==> config.mk <==
export PLATFORM = sky130hd
export DESIGN_NAME = sensor_scratchpad_check_and_convert_top
export DESIGN_NICKNAME = d
export VERILOG_FILES = /design/src/hw/rtl/scc_pkg.sv /design/src/hw/rtl/scc_frame.sv /design/src/hw/rtl/scc_temp.sv /design/src/hw/rtl/sensor_scratchpad_check_and_convert_top.sv
export SDC_FILE = /design/constraint.sdc
export NUM_CORES = 1
export LEC_CHECK = 0
export ABC_AREA = 1
export ABC_CLOCK_PERIOD_IN_PS = 3480
export BUFFER_PORTS_ARGS = -buffer_cell sky130_fd_sc_hd__buf_2
export CORE_ASPECT_RATIO = 1.1
export CORE_MARGIN = 5
export CORE_UTILIZATION = 50
export CTS_BUF_LIST = sky130_fd_sc_hd__clkbuf_16
export CTS_CLUSTER_DIAMETER = 120
export DETAILED_ROUTE_END_ITERATION = 8
export PLACE_DENSITY = 0.76
export SYNTH_ARGS = -nofsm -noshare
export SYNTH_HDL_FRONTEND = slang
export SYNTH_HIERARCHICAL = 1
export SYNTH_SLANG_ARGS = --single-unit
==> constraint.sdc <==
create_clock -name clk_i -period 3.48 [get_ports clk_i]
set_input_delay 0.174 -clock clk_i [delete_from_list [all_inputs] [get_ports clk_i]]
set_output_delay 0.174 -clock clk_i [all_outputs]
set_load 0.1 [all_outputs]
==> src/hw/rtl/scc_pkg.sv <==
// shared types and the byte-wide crc-8 update for the scratchpad check block
// no dependencies
package scc_pkg;

  localparam int unsigned ByteW      = 8;
  localparam int unsigned WordW      = 16;
  localparam int unsigned PosW       = 4;
  localparam logic [7:0]  CrcPoly    = 8'h8C;
  localparam logic [7:0]  ByteZero   = 8'h00;
  localparam logic [7:0]  ByteOnes   = 8'hFF;
  localparam logic [3:0]  PosTempLo  = 4'd0;
  localparam logic [3:0]  PosTempHi  = 4'd1;
  localparam logic [3:0]  PosCrcByte = 4'd8;

  // per-transaction frame status handed from the frame tracker to the top
  typedef struct packed {
    logic             last;
    logic             crc_match;
    logic             plausible;
    logic [WordW-1:0] raw_word;
  } frame_stat_t;

  // reflected crc-8, lsb first, one byte
  function automatic logic [7:0] crc8_byte(logic [7:0] crc_in, logic [7:0] data_in);
    logic [7:0] crc;
    logic [7:0] data;
    logic       mix;
    crc  = crc_in;
    data = data_in;
    for (int k = 0; k < 8; k++) begin
      mix  = crc[0] ^ data[0];
      crc  = crc >> 1;
      if (mix) begin
        crc = crc ^ CrcPoly;
      end
      data = data >> 1;
    end
    return crc;
  endfunction

endpackage

==> src/hw/rtl/scc_frame.sv <==
// frame tracker: byte position, running crc, all-zero / all-ones flags, temp bytes
// depends on scc_pkg
module scc_frame (
  input  logic                      clk_i,
  input  logic                      rst_ni,
  input  logic                      accept_i,
  input  logic [scc_pkg::ByteW-1:0] byte_i,
  output scc_pkg::frame_stat_t      stat_o
);
  import scc_pkg::*;

  logic [PosW-1:0]  pos_q, pos_d;
  logic [7:0]       crc_q, crc_d;
  logic             all_zero_q, all_zero_d;
  logic             all_ones_q, all_ones_d;
  logic [ByteW-1:0] temp_lo_q, temp_lo_d;
  logic [ByteW-1:0] temp_hi_q, temp_hi_d;

  logic is_last;
  logic zero_now;
  logic ones_now;

  assign is_last  = (pos_q >= PosCrcByte);
  assign zero_now = all_zero_q && (byte_i == ByteZero);
  assign ones_now = all_ones_q && (byte_i == ByteOnes);

  always_comb begin
    stat_o.last      = is_last;
    stat_o.crc_match = (crc_q == byte_i);
    stat_o.plausible = !zero_now && !ones_now;
    stat_o.raw_word  = {temp_hi_q, temp_lo_q};
  end

  always_comb begin
    pos_d      = pos_q;
    crc_d      = crc_q;
    all_zero_d = all_zero_q;
    all_ones_d = all_ones_q;
    temp_lo_d  = temp_lo_q;
    temp_hi_d  = temp_hi_q;
    if (accept_i) begin
      if (is_last) begin
        // frame done, back to the reset state
        pos_d      = '0;
        crc_d      = '0;
        all_zero_d = 1'b1;
        all_ones_d = 1'b1;
        temp_lo_d  = '0;
        temp_hi_d  = '0;
      end else begin
        pos_d      = pos_q + 1'b1;
        crc_d      = crc8_byte(crc_q, byte_i);
        all_zero_d = zero_now;
        all_ones_d = ones_now;
        if (pos_q == PosTempLo) begin
          temp_lo_d = byte_i;
        end
        if (pos_q == PosTempHi) begin
          temp_hi_d = byte_i;
        end
      end
    end
  end

  always_ff @(posedge clk_i or negedge rst_ni) begin
    if (!rst_ni) begin
      pos_q      <= '0;
      crc_q      <= '0;
      all_zero_q <= 1'b1;
      all_ones_q <= 1'b1;
      temp_lo_q  <= '0;
      temp_hi_q  <= '0;
    end else begin
      pos_q      <= pos_d;
      crc_q      <= crc_d;
      all_zero_q <= all_zero_d;
      all_ones_q <= all_ones_d;
      temp_lo_q  <= temp_lo_d;
      temp_hi_q  <= temp_hi_d;
    end
  end

endmodule

==> src/hw/rtl/scc_temp.sv <==
// raw temperature word to hundredths of a degree: x*100/16, truncated toward zero
// depends on scc_pkg
module scc_temp (
  input  logic        [scc_pkg::WordW-1:0] raw_word_i,
  output logic signed [scc_pkg::WordW-1:0] centi_o
);
  import scc_pkg::*;

  localparam int unsigned ProdW = WordW + 7;

  logic signed [ProdW-1:0] raw_ext;
  logic signed [ProdW-1:0] prod;
  logic signed [ProdW-1:0] adj;
  logic signed [ProdW-1:0] quot;

  assign raw_ext = ProdW'(signed'(raw_word_i));
  // times 100 as 64 + 32 + 4
  assign prod    = (raw_ext <<< 6) + (raw_ext <<< 5) + (raw_ext <<< 2);
  // bias negatives so the shift rounds toward zero
  assign adj     = prod + (prod[ProdW-1] ? ProdW'(15) : ProdW'(0));
  assign quot    = adj >>> 4;
  assign centi_o = quot[WordW-1:0];

endmodule

==> src/hw/rtl/sensor_scratchpad_check_and_convert_top.sv <==
// scratchpad check and convert: one byte per transaction, one result per nine bytes
// result: registered into the output register as the ninth byte is accepted
// throughput: one byte every cycle; input stalls only while a result waits stalled
// reset: rst_ni asynchronous active low, frame state cleared, output empty
// depends on scc_pkg, scc_frame, scc_temp
module sensor_scratchpad_check_and_convert_top (
  input  logic                             clk_i,
  input  logic                             rst_ni,
  // byte channel
  input  logic                             in_valid_i,
  output logic                             in_stall_o,
  input  logic        [scc_pkg::ByteW-1:0] scratch_byte_i,
  // result channel
  output logic                             out_valid_o,
  input  logic                             out_stall_i,
  output logic                             frame_ok_o,
  output logic                             crc_match_o,
  output logic                             plausible_o,
  output logic signed [scc_pkg::WordW-1:0] temp_hundredths_o
);
  import scc_pkg::*;

  frame_stat_t              stat;
  logic                     in_accept;
  logic                     out_load;
  logic signed [WordW-1:0]  centi;
  logic                     ok;

  // output register state
  logic                     out_valid_q, out_valid_d;
  logic                     frame_ok_q, frame_ok_d;
  logic                     crc_match_q, crc_match_d;
  logic                     plausible_q, plausible_d;
  logic signed [WordW-1:0]  temp_q, temp_d;

  // the output register can take a new result when empty or being drained
  assign out_load   = !out_valid_q || !out_stall_i;
  assign in_stall_o = !out_load;
  assign in_accept  = in_valid_i && !in_stall_o;

  scc_frame u_frame (
    .clk_i    (clk_i),
    .rst_ni   (rst_ni),
    .accept_i (in_accept),
    .byte_i   (scratch_byte_i),
    .stat_o   (stat)
  );

  scc_temp u_temp (
    .raw_word_i (stat.raw_word),
    .centi_o    (centi)
  );

  // frame is rejected only when crc fails and the frame is all zero or all ones
  assign ok = stat.crc_match || stat.plausible;

  always_comb begin
    out_valid_d = out_valid_q;
    frame_ok_d  = frame_ok_q;
    crc_match_d = crc_match_q;
    plausible_d = plausible_q;
    temp_d      = temp_q;
    if (out_load) begin
      out_valid_d = in_accept && stat.last;
      frame_ok_d  = ok;
      crc_match_d = stat.crc_match;
      plausible_d = stat.plausible;
      // rejected frames report zero temperature
      temp_d      = ok ? centi : '0;
    end
  end

  always_ff @(posedge clk_i or negedge rst_ni) begin
    if (!rst_ni) begin
      out_valid_q <= 1'b0;
    end else begin
      out_valid_q <= out_valid_d;
    end
  end

  // payload, no reset needed
  always_ff @(posedge clk_i) begin
    frame_ok_q  <= frame_ok_d;
    crc_match_q <= crc_match_d;
    plausible_q <= plausible_d;
    temp_q      <= temp_d;
  end

  assign out_valid_o       = out_valid_q;
  assign frame_ok_o        = frame_ok_q;
  assign crc_match_o       = crc_match_q;
  assign plausible_o       = plausible_q;
  assign temp_hundredths_o = temp_q;

endmodule

# ---- After elaboration in Yosys (flattened, before gate mapping)
# Cells that the tools add are included.
dict set report word_totals {
  word_cells 84
  input_bits 12
  out_inout_bits 21
  ff_bits 50
}
dict set report op_classes {
  n_reduce_logical 18
  muxes 31
  n_eq_ne 3
  add_sub_neg 4
  n_lt_le_gt_ge 1
  bitwise_logic 16
}
# op count
set ops {}
lappend ops {{two-way mux 8 bit} 27}
lappend ops {{inverter 2 -> 3 bit} 8}
lappend ops {{adder 22 x 21 -> 23 bit} 1}
lappend ops {{adder 23 x 18 -> 23 bit} 1}
lappend ops {{adder 20 x 5 -> 20 bit} 1}
lappend ops {{equality test 8 bit} 1}
lappend ops {{equality test 8 bit (second input constant)} 1}
lappend ops {{logical NOT 8 bit} 1}
lappend ops {{two-way mux 4 bit} 2}
lappend ops {{bitwise XOR 1 bit} 8}
lappend ops {{logical AND 1 bit} 5}
lappend ops {{logical NOT 1 bit} 5}
lappend ops {{adder 4 x 1 -> 4 bit (second input constant)} 1}
lappend ops {{equality test 4 x 1 -> 1 bit (second input constant)} 1}
lappend ops {{>= comparator 4 bit (second input constant)} 1}
lappend ops {{logical NOT 4 bit} 1}
lappend ops {{AND reduction 2 bit} 2}
lappend ops {{nonzero test 2 bit} 2}
lappend ops {{logical OR 1 bit} 2}
lappend ops {{two-way mux 1 bit} 2}

# ---- Logic depth before layout (Yosys ltp)
# Gate-level depths: netlist of the first run.
dict set report depth {
  ltp_word 31
  mapped_depth 19
  depth_no_buf 18
}

# ---- Hierarchy
# Netlist of the first run, hierarchy kept.
# module area_each_um2 cells_per_inst instances seq_area_each_um2
set by_module_without_submodules {}
lappend by_module_without_submodules {scc_frame 1749.2 208 1 753.2}
lappend by_module_without_submodules {scc_temp 1607.8 263 1 0.0}
lappend by_module_without_submodules {sensor_scratchpad_check_and_convert_top 765.7 61 1 595.6}

# ---- Worst setup path after synthesis of the first run
# No wires, ideal clock.
dict set report synth_path {
  kind {register to register}
  start {register u_frame.temp_lo_q[0]}
  end {register temp_q[12], in the netlist temp_hundredths_o[12], data pin}
  setup_ns 0.258
  path_slack_ns 0.612
  t_arrival_ns 2.610
  n_path_buf 0
  period_less_slack_ns 2.868
  stages_incl_launch_ff 14
  required_ns 3.222
  cell_sequence {dfrtp_1 > fa_1 > ha_1 > fa_1 > xnor2_1 > nor2_2 > nand3_4 > nor2_8 > nand2_4 > nor2_8 > nand2_2 > xor2_1 > inv_1 > nor2_1}
}
dict set report synth_via {
  elab_chain_cells 4
}
# element line_no
set synth_rtl {}
lappend synth_rtl {{start: declaration} scc_frame.sv:16} ;# logic [ByteW-1:0] temp_lo_q, temp_lo_d;
lappend synth_rtl {{start signal: assignment} scc_frame.sv:78} ;# temp_lo_q <= temp_lo_d;
lappend synth_rtl {{adder 22 x 21 -> 23 bit} scc_temp.sv:18} ;# assign prod = (raw_ext <<< 6) + (raw_ext <<< 5) + (raw_ext <<< 2);
lappend synth_rtl {{adder 23 x 18 -> 23 bit *} scc_temp.sv:18}
lappend synth_rtl {{two-way mux 4 bit} scc_temp.sv:20} ;# assign adj = prod + (prod[ProdW-1] ? ProdW'(15) : ProdW'(0));
lappend synth_rtl {{adder 20 x 5 -> 20 bit *} scc_temp.sv:20}
lappend synth_rtl {{net centi[12]} sensor_scratchpad_check_and_convert_top.sv:26} ;# logic signed [WordW-1:0] centi;
lappend synth_rtl {{end signal: assignment} sensor_scratchpad_check_and_convert_top.sv:86} ;# temp_q <= temp_d;
lappend synth_rtl {{end: declaration} sensor_scratchpad_check_and_convert_top.sv:34} ;# logic signed [WordW-1:0] temp_q, temp_d;
# The timed path passes the listed nets; every way through them passes the cells marked *.
# A chain may end at the register's enable or synchronous reset.

# ---- Final worst setup path of the first run
# Ends and elaborated chain as after synthesis.

==> qor.tcl, run 1 <==
set qor(worst_path_largest_cell_delay_ps) 500
set qor(tightest_slew_ps) 802.8
set qor(yosysTopAreaCellShare_pct) 17.60
set qor(max_cap_viol_count) 0
set qor(finalWeightedCongestion) 0.9183
set qor(timing.max_slew.rel_slack_pct) 45.98
set qor(synth.distinct_cells) 43
set qor(min_path_type) {input pin to flip-flop}
set qor(path_cells) {fa_1 -> ha_1 -> fa_1 -> xnor2_1 -> nor2_2 -> nand3_4 -> nor2_8 -> nand2_4 -> nor2_8 -> nand2_2 -> xor2_1 -> inv_1 -> nor2_1}
set qor(cts_post_setup_buffers_inserted) 0
set qor(area_growth_pct) 10.26
set qor(avgSynthCellArea_um2) 7.749
set qor(seq_area_frac_synth_pct) 32.72
set qor(post_synth_most_frequent_cells) {150 x nand2_1, 82 x inv_1, 47 x nor2_1, 39 x nand3_1, 29 x dfrtp_1}
set qor(top_level_ports) 33
set qor(reg2regPathDepth) 13
set qor(syn_area_um2) 4123
set qor(finClkSkew_ps) 10.50
set qor(setup.worst_path.start_class) {flip-flop}
set qor(floorplan.initialDensity_pct) 51.55
set qor(post-dp-hpwl_mm) 6.828
set qor(drt_first_iter_violations) 139
set qor(synthesis.instances) 532
set qor(rr_endpoint) {temp_hundredths_o[12]}
set qor(timing.hold.worst_path_depth) 3
set qor(antenna_found_initial) 0
set qor(numCtsBuffers) 5
set qor(row_count) 34
set qor(synth_top_cell_by_area) {dfrtp_1}
set qor(postCtsResizedCells) 0
set qor(design.die.area_um2) 10160
set qor(worst_setup_path_end_kind) {flip-flop}
set qor(setup-violations-final) 0
set qor(number_of_nets_still_failing_antenna_checks_after_routing) 0
set qor(setup.reg_to_reg.worst_slack_ps) 390
set qor(crit_required_ps) 3500
set qor(first_global_vias) 3233
set qor(seq_area_um2) 1349
set qor(post_layout_nonfiller_instances) 677
set qor(die_h_um) 105.2
set qor(share_of_cells_above_drive_strength_1_pct) 18.98
set qor(hold_viol_final) 0
set qor(cell_count_after_placement) 668
set qor(core_area_um2) 7998
set qor(worst_setup_hold_path_clk_slew_ps) 70
set qor(yosysWarningCount) 6
set qor(footprint_of_the_multi_input_gates_um2) 2369
set qor(antenna_cells_inserted) 0
set qor(synth_most_common_cell) {nand2_1}
set qor(critPathTopFamily) {adder cells}
set qor(fillerInstances) 771
set qor(critical_path_peak_fanout) 6
set qor(run_status) {finished, final reports clean}
set qor(synth_nets) 576
set qor(ranking_of_synthesized_cells_by_area) {dfrtp_1 18%, edfxtp_1 14%, nand2_1 14%}
set qor(routed_via_density) 4.963
set qor(cts_root_buf) {clkbuf_16}
set qor(number_of_synthesized_flops_with_an_enable_pin) 19
set qor(max-clock-path-buffers) 2
set qor(tns_ps) 0
set qor(timing.final.max_slew_violations) 0
set qor(worst_setup_path_startpoint) {u_frame/temp_lo_q[0]}
set qor(globalRoute.totalOverflow) 0
set qor(wire_per_inst_um) 12.06
set qor(routed-via-count) 3360
set qor(clock.fmax_mhz) 323.5
set qor(synth-async-reset-ratio_pct) 62.00
set qor(critical_path_arrival_ps) 3110
set qor(cts_tree) {built}
set qor(timing_worst_setup_path_type) {flip-flop to flip-flop}
set qor(grt_setup_unrepaired) {false}
set qor(globalRouteTotalUtil_pct) 17.25
set qor(grt_max_degree) 32
set qor(final_nets) 612
set qor(drc) 0
set qor(global_route_wire_length_before_repair_mm) 14.14
set qor(worst_setup_path_endpoint) {temp_hundredths_o[12]}
set qor(synth-seq-cells) 50
set qor(min_period_over_period_pct) 88.83
set qor(htree_num_levels) 2
set qor(numClockSinks) 50
set qor(timing.critical_path.depth) 13
set qor(hold_slack_ps) 102.9
set qor(wirelength_mm) 8.167
set qor(die-width_um) 96.58
set qor(critical_path.n_buffers_inverters) 1
set qor(r2r-start) {u_frame/temp_lo_q[0]}
set qor(drt_pre_antenna_iters) 4
set qor(period_minus_slack_ps) 3091
set qor(portBuffers) 32
set qor(postSynth.topFlopCell) {dfrtp_1}
set qor(worst_path_max_delay_cell) {fa_1}
set qor(clk-insertion-delay-late_ps) 290
-- registers in the layout, summed over array words and instances (netlist names) --
register,flops
crc_match_o,1
frame_ok_o,1
out_valid_o,1
plausible_o,1
temp_hundredths_o,16
u_frame/all_ones_q,1
u_frame/all_zero_q,1
u_frame/crc_q,8
u_frame/pos_q,4
u_frame/temp_hi_q,8
u_frame/temp_lo_q,8
-- per-layer routing --
layer | global-route usage [%] | part of all wire, %
met5 | 0 | 0
met4 | 4.108 | 0.76
met3 | 2.922 | 3.8
met2 | 30.33 | 51
met1 | 21.80 | 44
-- layout make-up --
type	count	share of cell area (%)
clock buffer	5	2.753
sequential	50	29.67
timing repair buffer	35	4.074
clock inverter	3	0.4404
multi-input combinational	380	52.11
tap	108	2.973
inverter	96	7.982
-- metrics by stage --
step / util [%] / area, um2 / setup slack (ps)
finish: 56.84 / 4546 / 388.8
global placement: 54.90 / 4390 / 496.6
floorplan: - / 4123 / 612.1
global route: 56.84 / 4546 / 238.4
detailed placement: 54.90 / 4390 / 403.1
CTS: 56.84 / 4546 / 386.9
-- how the worst min path moves through the flow --
| stage | start | to | slack [ps] |
|---|---|---|---|
| after CTS | in_valid_i | out_valid_o | 90 |
| after floorplan | rst_ni | out_valid_o | -120 |
| final | in_valid_i | out_valid_o | 100 |
| after global routing | in_valid_i | out_valid_o | 110 |
| after detailed placement | rst_ni | u_frame/crc_q[2] | 260 |
| after global placement | rst_ni | u_frame/crc_q[2] | 250 |
-- logic make-up after synthesis --
logic type               Yosys count  share of synthesized area [%]
AO/OA/AOI/OAI                     26                          3.855
XOR/XNOR                          17                          3.976
adder cells (fa/ha/maj)           32                          12.26
buffers and inverters            102                          9.833
flip-flops                        50                          32.72
multiplexers                      16                          4.370
AND/OR/NAND/NOR                  289                          32.99
-- layout by cell type, fill, tap and decap left out, types with 3 or more instances in the layout --
cell,n
nand4_1,9
dfrtp_1,29
edfxtp_1,19
buf_2,32
nand2_1,150
inv_2,13
xor2_1,11
mux2_2,8
ha_1,18
o21ai_0,6
nand3_2,3
nand2_2,21
xnor2_1,4
nor4_1,3
inv_1,82
o21ai_1,3
nand3_1,39
a21oi_1,10
nor2_1,47
mux2_1,8
nand2_4,5
fa_1,14
clkbuf_16,5
-- worst min-delay path, cell delays in order --
cell and delay, ps:
buf_2 80, nand2_1 40, nand2_1 50
-- timing repair --
item / CTS / global route
setup endpoints to repair: 0 / 0
hold buffers: 1 / 0
hold endpoints to repair: 29 / 0
Power of run 1 is not shown: default switching activity piles up to over one toggle a cycle in this logic, so the estimate is an artifact.
==> run 2, diff against run 1 <==
ABC_AREA = not set   (was 1)
PLACE_DENSITY = 0.77   (was 0.76)
==> run 2 against run 1 <==
Cell area is 5.3% lower. Global-route usage is 0.32 points lower. Register-to-register slack worse by 380 ps. Worst setup slack worse by 380 ps. Clock skew hardly changed. Clock-buffer cell count stayed put. Final cell count is 30% lower. Fmax is 11% lower. Synthesized cell count is 35% lower. Critical path depth is 1 lower. Via count is 15% lower.
==> qor.tcl, run 2 <==
set qor(antenna_cells_inserted) 0 ;# unchanged
set qor(wire_per_inst_um) 15.93 ;# was 12.06 um
set qor(cell_count_after_placement) 463 ;# was 668
set qor(globalRouteTotalUtil_pct) 16.93 ;# was 17.25%
set qor(finalWeightedCongestion) 0.8807 ;# was 0.9183
set qor(area_growth_pct) 13.27 ;# was 10.26%
set qor(setup.worst_path.start_class) {flip-flop} ;# unchanged
set qor(yosysWarningCount) 6 ;# unchanged
set qor(htree_num_levels) 2 ;# unchanged
set qor(synth_nets) 389 ;# was 576
set qor(synthesis.instances) 345 ;# was 532
set qor(drt_first_iter_violations) 155 ;# was 139
set qor(share_of_cells_above_drive_strength_1_pct) 22.62 ;# was 18.98%
set qor(die_h_um) 101.4 ;# was 105.2 um
set qor(timing.max_slew.rel_slack_pct) 16.90 ;# was 45.98%
set qor(worst_setup_slack_after_layout_ps) 11.12 ;# was 388.8 ps
set qor(setup.reg_to_reg.worst_slack_ps) 10 ;# was 390 ps
set qor(seq_area_frac_synth_pct) 35.50 ;# was 32.72%
set qor(avgSynthCellArea_um2) 11.01 ;# was 7.749 um2
set qor(post_layout_nonfiller_instances) 476 ;# was 677
set qor(cts_tree) {built} ;# unchanged
set qor(routed-via-count) 2841 ;# was 3360
set qor(setup-violations-final) 0 ;# unchanged
set qor(min_delay_worst_endpoint) {out_valid_o} ;# unchanged
set qor(max_cap_viol_count) 0 ;# unchanged
set qor(place_worst_setup_slack_ps) -113.1 ;# was 403.1 ps
set qor(number_of_nets_still_failing_antenna_checks_after_routing) 0 ;# unchanged
set qor(drc) 0 ;# unchanged
set qor(numCtsBuffers) 5 ;# unchanged
set qor(hold_viol_final) 0 ;# unchanged
set qor(grt_max_degree) 32 ;# unchanged
set qor(worst_setup_path_end_kind) {flip-flop} ;# unchanged
set qor(grt_setup_unrepaired) {true} ;# was false
set qor(yosysTopAreaCellShare_pct) 19.10 ;# was 17.60%
set qor(timing.hold.worst_path_depth) 2 ;# was 3
set qor(number_of_synthesized_flops_with_an_enable_pin) 19 ;# unchanged
set qor(min_period_over_period_pct) 99.68 ;# was 88.83%
set qor(design.die.area_um2) 9445 ;# was 10160 um2
set qor(globalRoute.totalOverflow) 0 ;# unchanged
set qor(antenna_found_initial) 0 ;# unchanged
set qor(ranking_of_synthesized_cells_by_area) {dfrtp_1 19%, edfxtp_1 15%, fa_1 7.4%} ;# was dfrtp_1 18%, edfxtp_1 14%, nand2_1 14%
set qor(drt_pre_antenna_iters) 5 ;# was 4
set qor(clk-insertion-delay-late_ps) 290 ;# about the same
set qor(hold_slack_ps) 100.5 ;# was 102.9 ps
set qor(synth-async-reset-ratio_pct) 62.00 ;# unchanged
set qor(synth_top_cell_by_area) {dfrtp_1} ;# unchanged
set qor(routed_via_density) 5.968 ;# was 4.963
set qor(postSynth.topFlopCell) {dfrtp_1} ;# unchanged
set qor(rr_endpoint) {temp_hundredths_o[14]} ;# was temp_hundredths_o[12]
set qor(synth.distinct_cells) 64 ;# was 43
set qor(clock.fmax_mhz) 288.3 ;# was 323.5 MHz
set qor(worst_hold_startpoint) {in_valid_i} ;# unchanged
set qor(crit_required_ps) 3520 ;# was 3500 ps
set qor(numClockSinks) 50 ;# unchanged
set qor(row_count) 33 ;# was 34
set qor(reg2regPathDepth) 12 ;# was 13
set qor(tightest_slew_ps) 1242 ;# was 802.8 ps
set qor(synth-seq-cells) 50 ;# unchanged
set qor(first_global_vias) 2750 ;# was 3233
set qor(global_route_wire_length_before_repair_mm) 12.99 ;# was 14.14 mm
set qor(tns_ps) 0 ;# unchanged
set qor(timing.final.max_slew_violations) 0 ;# unchanged
set qor(top_level_ports) 33 ;# unchanged
set qor(final_common_cell) {buf_2} ;# was nand2_1
set qor(run_status) {finished, final reports clean} ;# unchanged
set qor(finClkSkew_ps) 10.49 ;# was 10.50 ps
set qor(period_minus_slack_ps) 3469 ;# was 3091 ps
set qor(min_path_type) {input pin to flip-flop} ;# unchanged
set qor(max-clock-path-buffers) 2 ;# unchanged
set qor(die-width_um) 93.12 ;# was 96.58 um
set qor(core_area_um2) 7432 ;# was 7998 um2
set qor(post_synth_most_frequent_cells) {29 x dfrtp_1, 25 x xnor2_1, 22 x o2bb2ai_1, 20 x o21a_1} ;# was 150 x nand2_1, 82 x inv_1, 47 x nor2_1, 39 x nand3_1, 29 x dfrtp_1
set qor(r2r-start) {u_frame/temp_lo_q[0]} ;# unchanged
set qor(cts_root_buf) {clkbuf_16} ;# unchanged
set qor(portBuffers) 32 ;# unchanged
set qor(post-dp-hpwl_mm) 5.620 ;# was 6.828 mm
set qor(worst_setup_hold_path_clk_slew_ps) 70 ;# about the same
set qor(timing_worst_setup_path_type) {flip-flop to flip-flop} ;# unchanged
set qor(mostFrequentLayoutCells) {32 x buf_2, 29 x dfrtp_1, 25 x xnor2_1} ;# was 150 x nand2_1, 82 x inv_1, 47 x nor2_1
set qor(critical_path_arrival_ps) 3510 ;# was 3110 ps
set qor(floorplan.initialDensity_pct) 51.13 ;# was 51.55%
set qor(syn_area_um2) 3800 ;# was 4123 um2
set qor(largest_reg_flops) 16 ;# unchanged
set qor(critical_path_peak_fanout) 5 ;# was 6
set qor(final_nets) 432 ;# was 612
set qor(wirelength_mm) 7.584 ;# was 8.167 mm
set qor(synth_most_common_cell) {dfrtp_1} ;# was nand2_1
==> run 2: cell families after synthesis <==
kind of cell,synth area share (%)
compound gates,21.30
flops,35.50
mux,0.2634
xor+xnor,13.30
fa+ha+maj,13.30
simple gates,12.15
buf+inv,4.181
==> run 2: worst max-delay path: stages (launching register included) <==
cell	delay [ps]
dfrtp_1	410
fa_1	490
ha_2	210
fa_2	370
buf_4	150
xnor2_1	150
or3_4	410
nor3_4	190
nand3_2	110
a2111oi_4	320
nand4_1	160
xor2_1	170
o21a_1	100
==> run 2: layer usage <==
layer	share of wire, %	track usage [%]	wire length [um]
met1	44	22.13	3336
met2	52	29.64	3927
met3	3.5	2.377	263
met4	0.74	4.510	56
met5	0	0	0
==> run 2: layout make-up <==
cell class / instances / area [um2]
Multi-Input combinational cell: 267 / 2330
Sequential cell: 50 / 1349
Timing Repair Buffer: 54 / 327.8
Clock inverter: 3 / 26.28
Fill cell: 620 / 3128
Clock buffer: 5 / 125.1
Inverter: 10 / 37.54
Tap cell: 87 / 108.9
==> run 2: through the flow <==
step / utilization [%] / cell area [um2]
floorplan: - / 3800
global placement: 54.83 / 4075
detailed placement: 54.83 / 4075
CTS: 57.42 / 4268
global route: 57.91 / 4304
finish: 57.91 / 4304
==> run 2: how the worst max path moves through the flow <==
stage	start	to	slack (ps)	cells past startpoint
floorplan	u_frame/temp_lo_q[1]	temp_hundredths_o[14]	20	11
global placement	u_frame/temp_lo_q[1]	temp_hundredths_o[15]	-50	11
detailed placement	u_frame/temp_lo_q[1]	temp_hundredths_o[14]	-110	11
CTS	u_frame/temp_lo_q[1]	temp_hundredths_o[14]	9	11
global route	u_frame/temp_lo_q[2]	temp_hundredths_o[14]	-140	11
finish	u_frame/temp_lo_q[0]	temp_hundredths_o[14]	10	12
==> run 2: what timing repair did <==
action	4_1_cts	5_1_grt
hold endpoints to repair	29	0
pin swaps	4	10
buffers inserted	2	2
gates resized for setup	4	4
endpoints found under the setup margin	5	5
hold buffers	1	0
Power of run 2 is left out for the same reason.
==> run 3, diff against run 2 <==
CTS_BUF_LIST = sky130_fd_sc_hd__clkbuf_8   (was sky130_fd_sc_hd__clkbuf_16)
REMOVE_ABC_BUFFERS = 1   (was not set)
==> run 3 against run 2 <==
Clock-buffer cell count unchanged. Routed wire length grew 0.87%. Die area did not move. Critical endpoint unchanged. Via count decreased by 0.53%. Non-clock buffer count grew 1. Highest routed layer unchanged. Largest cell class unchanged. First-iteration DRC count is 27% lower.
==> qor.tcl, run 3 (synthesis results as in run 2) <==
set qor(numClockSinks) 50 ;# unchanged
set qor(setup-violations-final) 0 ;# unchanged
set qor(period_minus_slack_ps) 3407 ;# was 3469 ps
set qor(numCtsBuffers) 5 ;# unchanged
set qor(portBuffers) 32 ;# unchanged
set qor(setup.reg_to_reg.worst_slack_ps) 70 ;# was 10 ps
set qor(globalRoute.totalOverflow) 0 ;# unchanged
set qor(setup.worst_path.start_class) {flip-flop} ;# unchanged
set qor(drt_first_iter_violations) 113 ;# was 155
set qor(max_cap_viol_count) 0 ;# unchanged
set qor(timing.hold.worst_path_depth) 2 ;# unchanged
set qor(crit_required_ps) 3550 ;# was 3520 ps
set qor(final_nets) 433 ;# was 432
set qor(final_common_cell) {buf_2} ;# unchanged
set qor(timing.max_slew.rel_slack_pct) 18.46 ;# was 16.90%
set qor(row_count) 33 ;# unchanged
set qor(cts_root_buf) {clkbuf_8} ;# was clkbuf_16
set qor(core_area_um2) 7432 ;# unchanged
set qor(top_level_ports) 33 ;# unchanged
set qor(placed_area_um2) 4075 ;# unchanged
set qor(min_path_type) {input pin to flip-flop} ;# unchanged
set qor(timing_worst_setup_path_type) {flip-flop to flip-flop} ;# unchanged
set qor(antenna_cells_inserted) 0 ;# unchanged
set qor(globalRouteTotalUtil_pct) 17.14 ;# was 16.93%
set qor(die_h_um) 101.4 ;# unchanged
set qor(hold_viol_final) 0 ;# unchanged
set qor(min_period_over_period_pct) 97.91 ;# was 99.68%
set qor(grt_max_degree) 32 ;# unchanged
set qor(antenna_found_initial) 0 ;# unchanged
set qor(clk-insertion-delay-late_ps) 310 ;# was 290 ps
set qor(drt_pre_antenna_iters) 4 ;# was 5
set qor(routed-via-count) 2826 ;# was 2841
set qor(worst_setup_path_startpoint) {u_frame/temp_lo_q[0]} ;# unchanged
set qor(stdcell_area_um2) 4295 ;# was 4304 um2
set qor(run_status) {finished, final reports clean} ;# unchanged
set qor(post-dp-hpwl_mm) 5.564 ;# was 5.620 mm
set qor(finalWeightedCongestion) 0.8854 ;# was 0.8807
set qor(number_of_nets_still_failing_antenna_checks_after_routing) 0 ;# unchanged
set qor(wirelength_mm) 7.650 ;# was 7.584 mm
set qor(min_delay_worst_endpoint) {out_valid_o} ;# unchanged
set qor(reg2regPathDepth) 12 ;# unchanged
set qor(routed_via_density) 5.925 ;# was 5.968
set qor(area_growth_pct) 13.04 ;# was 13.27%
set qor(share_of_cells_above_drive_strength_1_pct) 23.33 ;# was 22.62%
set qor(largest_reg_flops) 16 ;# unchanged
set qor(r2r-start) {u_frame/temp_lo_q[0]} ;# unchanged
set qor(rr_endpoint) {temp_hundredths_o[14]} ;# unchanged
set qor(timing.final.max_slew_violations) 0 ;# unchanged
set qor(global_route_wire_length_before_repair_mm) 13.25 ;# was 12.99 mm
set qor(worst_hold_startpoint) {in_valid_i} ;# unchanged
set qor(mostFrequentLayoutCells) {32 x buf_2, 29 x dfrtp_1, 25 x xnor2_1} ;# unchanged
set qor(cts_tree) {built} ;# unchanged
set qor(wire_per_inst_um) 16.04 ;# was 15.93 um
set qor(critical_path_peak_fanout) 5 ;# unchanged
set qor(worst_setup_hold_path_clk_slew_ps) 100 ;# was 70 ps
set qor(tightest_slew_ps) 1219 ;# was 1242 ps
set qor(max-clock-path-buffers) 2 ;# unchanged
set qor(critical_path_arrival_ps) 3480 ;# was 3510 ps
set qor(worst_setup_path_end_kind) {flip-flop} ;# unchanged
set qor(clock.fmax_mhz) 293.5 ;# was 288.3 MHz
set qor(die-width_um) 93.12 ;# unchanged
set qor(design.die.area_um2) 9445 ;# unchanged
set qor(htree_num_levels) 2 ;# unchanged
set qor(finClkSkew_ps) 9.709 ;# was 10.49 ps
set qor(floorplan.initialDensity_pct) 51.13 ;# unchanged
set qor(drc) 0 ;# unchanged
set qor(first_global_vias) 2854 ;# was 2750
set qor(tns_ps) 0 ;# unchanged
set qor(grt_setup_unrepaired) {true} ;# unchanged
## run 3: cell type report
type                    count  area, um2
flip-flops and latches     50       1349
clock buffers               5      68.82
inverters                  10      37.54
repair buffers             55      339.1
fillers                   625       3137
clock inverters             3      47.55
well taps                  87      108.9
multi-input cells         267       2345
## run 3: per-layer routing
metal / wire (um) / GRT usage, % / share of wire (%)
met4: 59 / 3.608 / 0.77
met5: 0 / 0 / 0
met2: 3910 / 29.75 / 51
met3: 239 / 2.452 / 3.1
met1: 3439 / 23.03 / 45
## run 3: how the worst max path moves through the flow
stage                            endpoint  slack [ps]
global route        temp_hundredths_o[14]        -120
global placement    temp_hundredths_o[14]         -40
finish              temp_hundredths_o[14]          70
CTS                 temp_hundredths_o[14]      0.0007
floorplan           temp_hundredths_o[14]          -7
detailed placement  temp_hundredths_o[14]         -90
## run 3: per-stage QoR
| step | worst slack [ps] | util, % | hold slack, ps | cells |
|---|---|---|---|---|
| 3_5_place_dp | -93.76 | 54.83 | 259.4 | 463 |
| 2_1_floorplan | -7.002 | - | -121.6 | 327 |
| 5_1_grt | -123.6 | 57.79 | 81.87 | 477 |
| 4_1_cts | 0.0006661 | 57.37 | 84.86 | 477 |
| 3_3_place_gp | -41.77 | 54.83 | 247.7 | 463 |
| 6_report | 72.57 | 57.79 | 84.98 | 477 |
## run 3: critical path, cell delays in order, from the launching register on
cell and delay (ps):
dfrtp_1 420, fa_1 500, ha_2 210, fa_2 400, a211oi_4 260, o21bai_2 120, buf_4 150, a21oi_4 170
xor2_2 120, a2111oi_4 400, nand4_1 160, xor2_1 170, o21a_1 100
## run 3: what timing repair did
action	in CTS	in global routing
hold buffers	1	0
resized for setup	6	6
hold endpoints to repair	29	0
setup buffers	5	0
pin swaps	8	3
endpoints found under the setup margin	5	6
Power of run 3 is left out for the same reason.
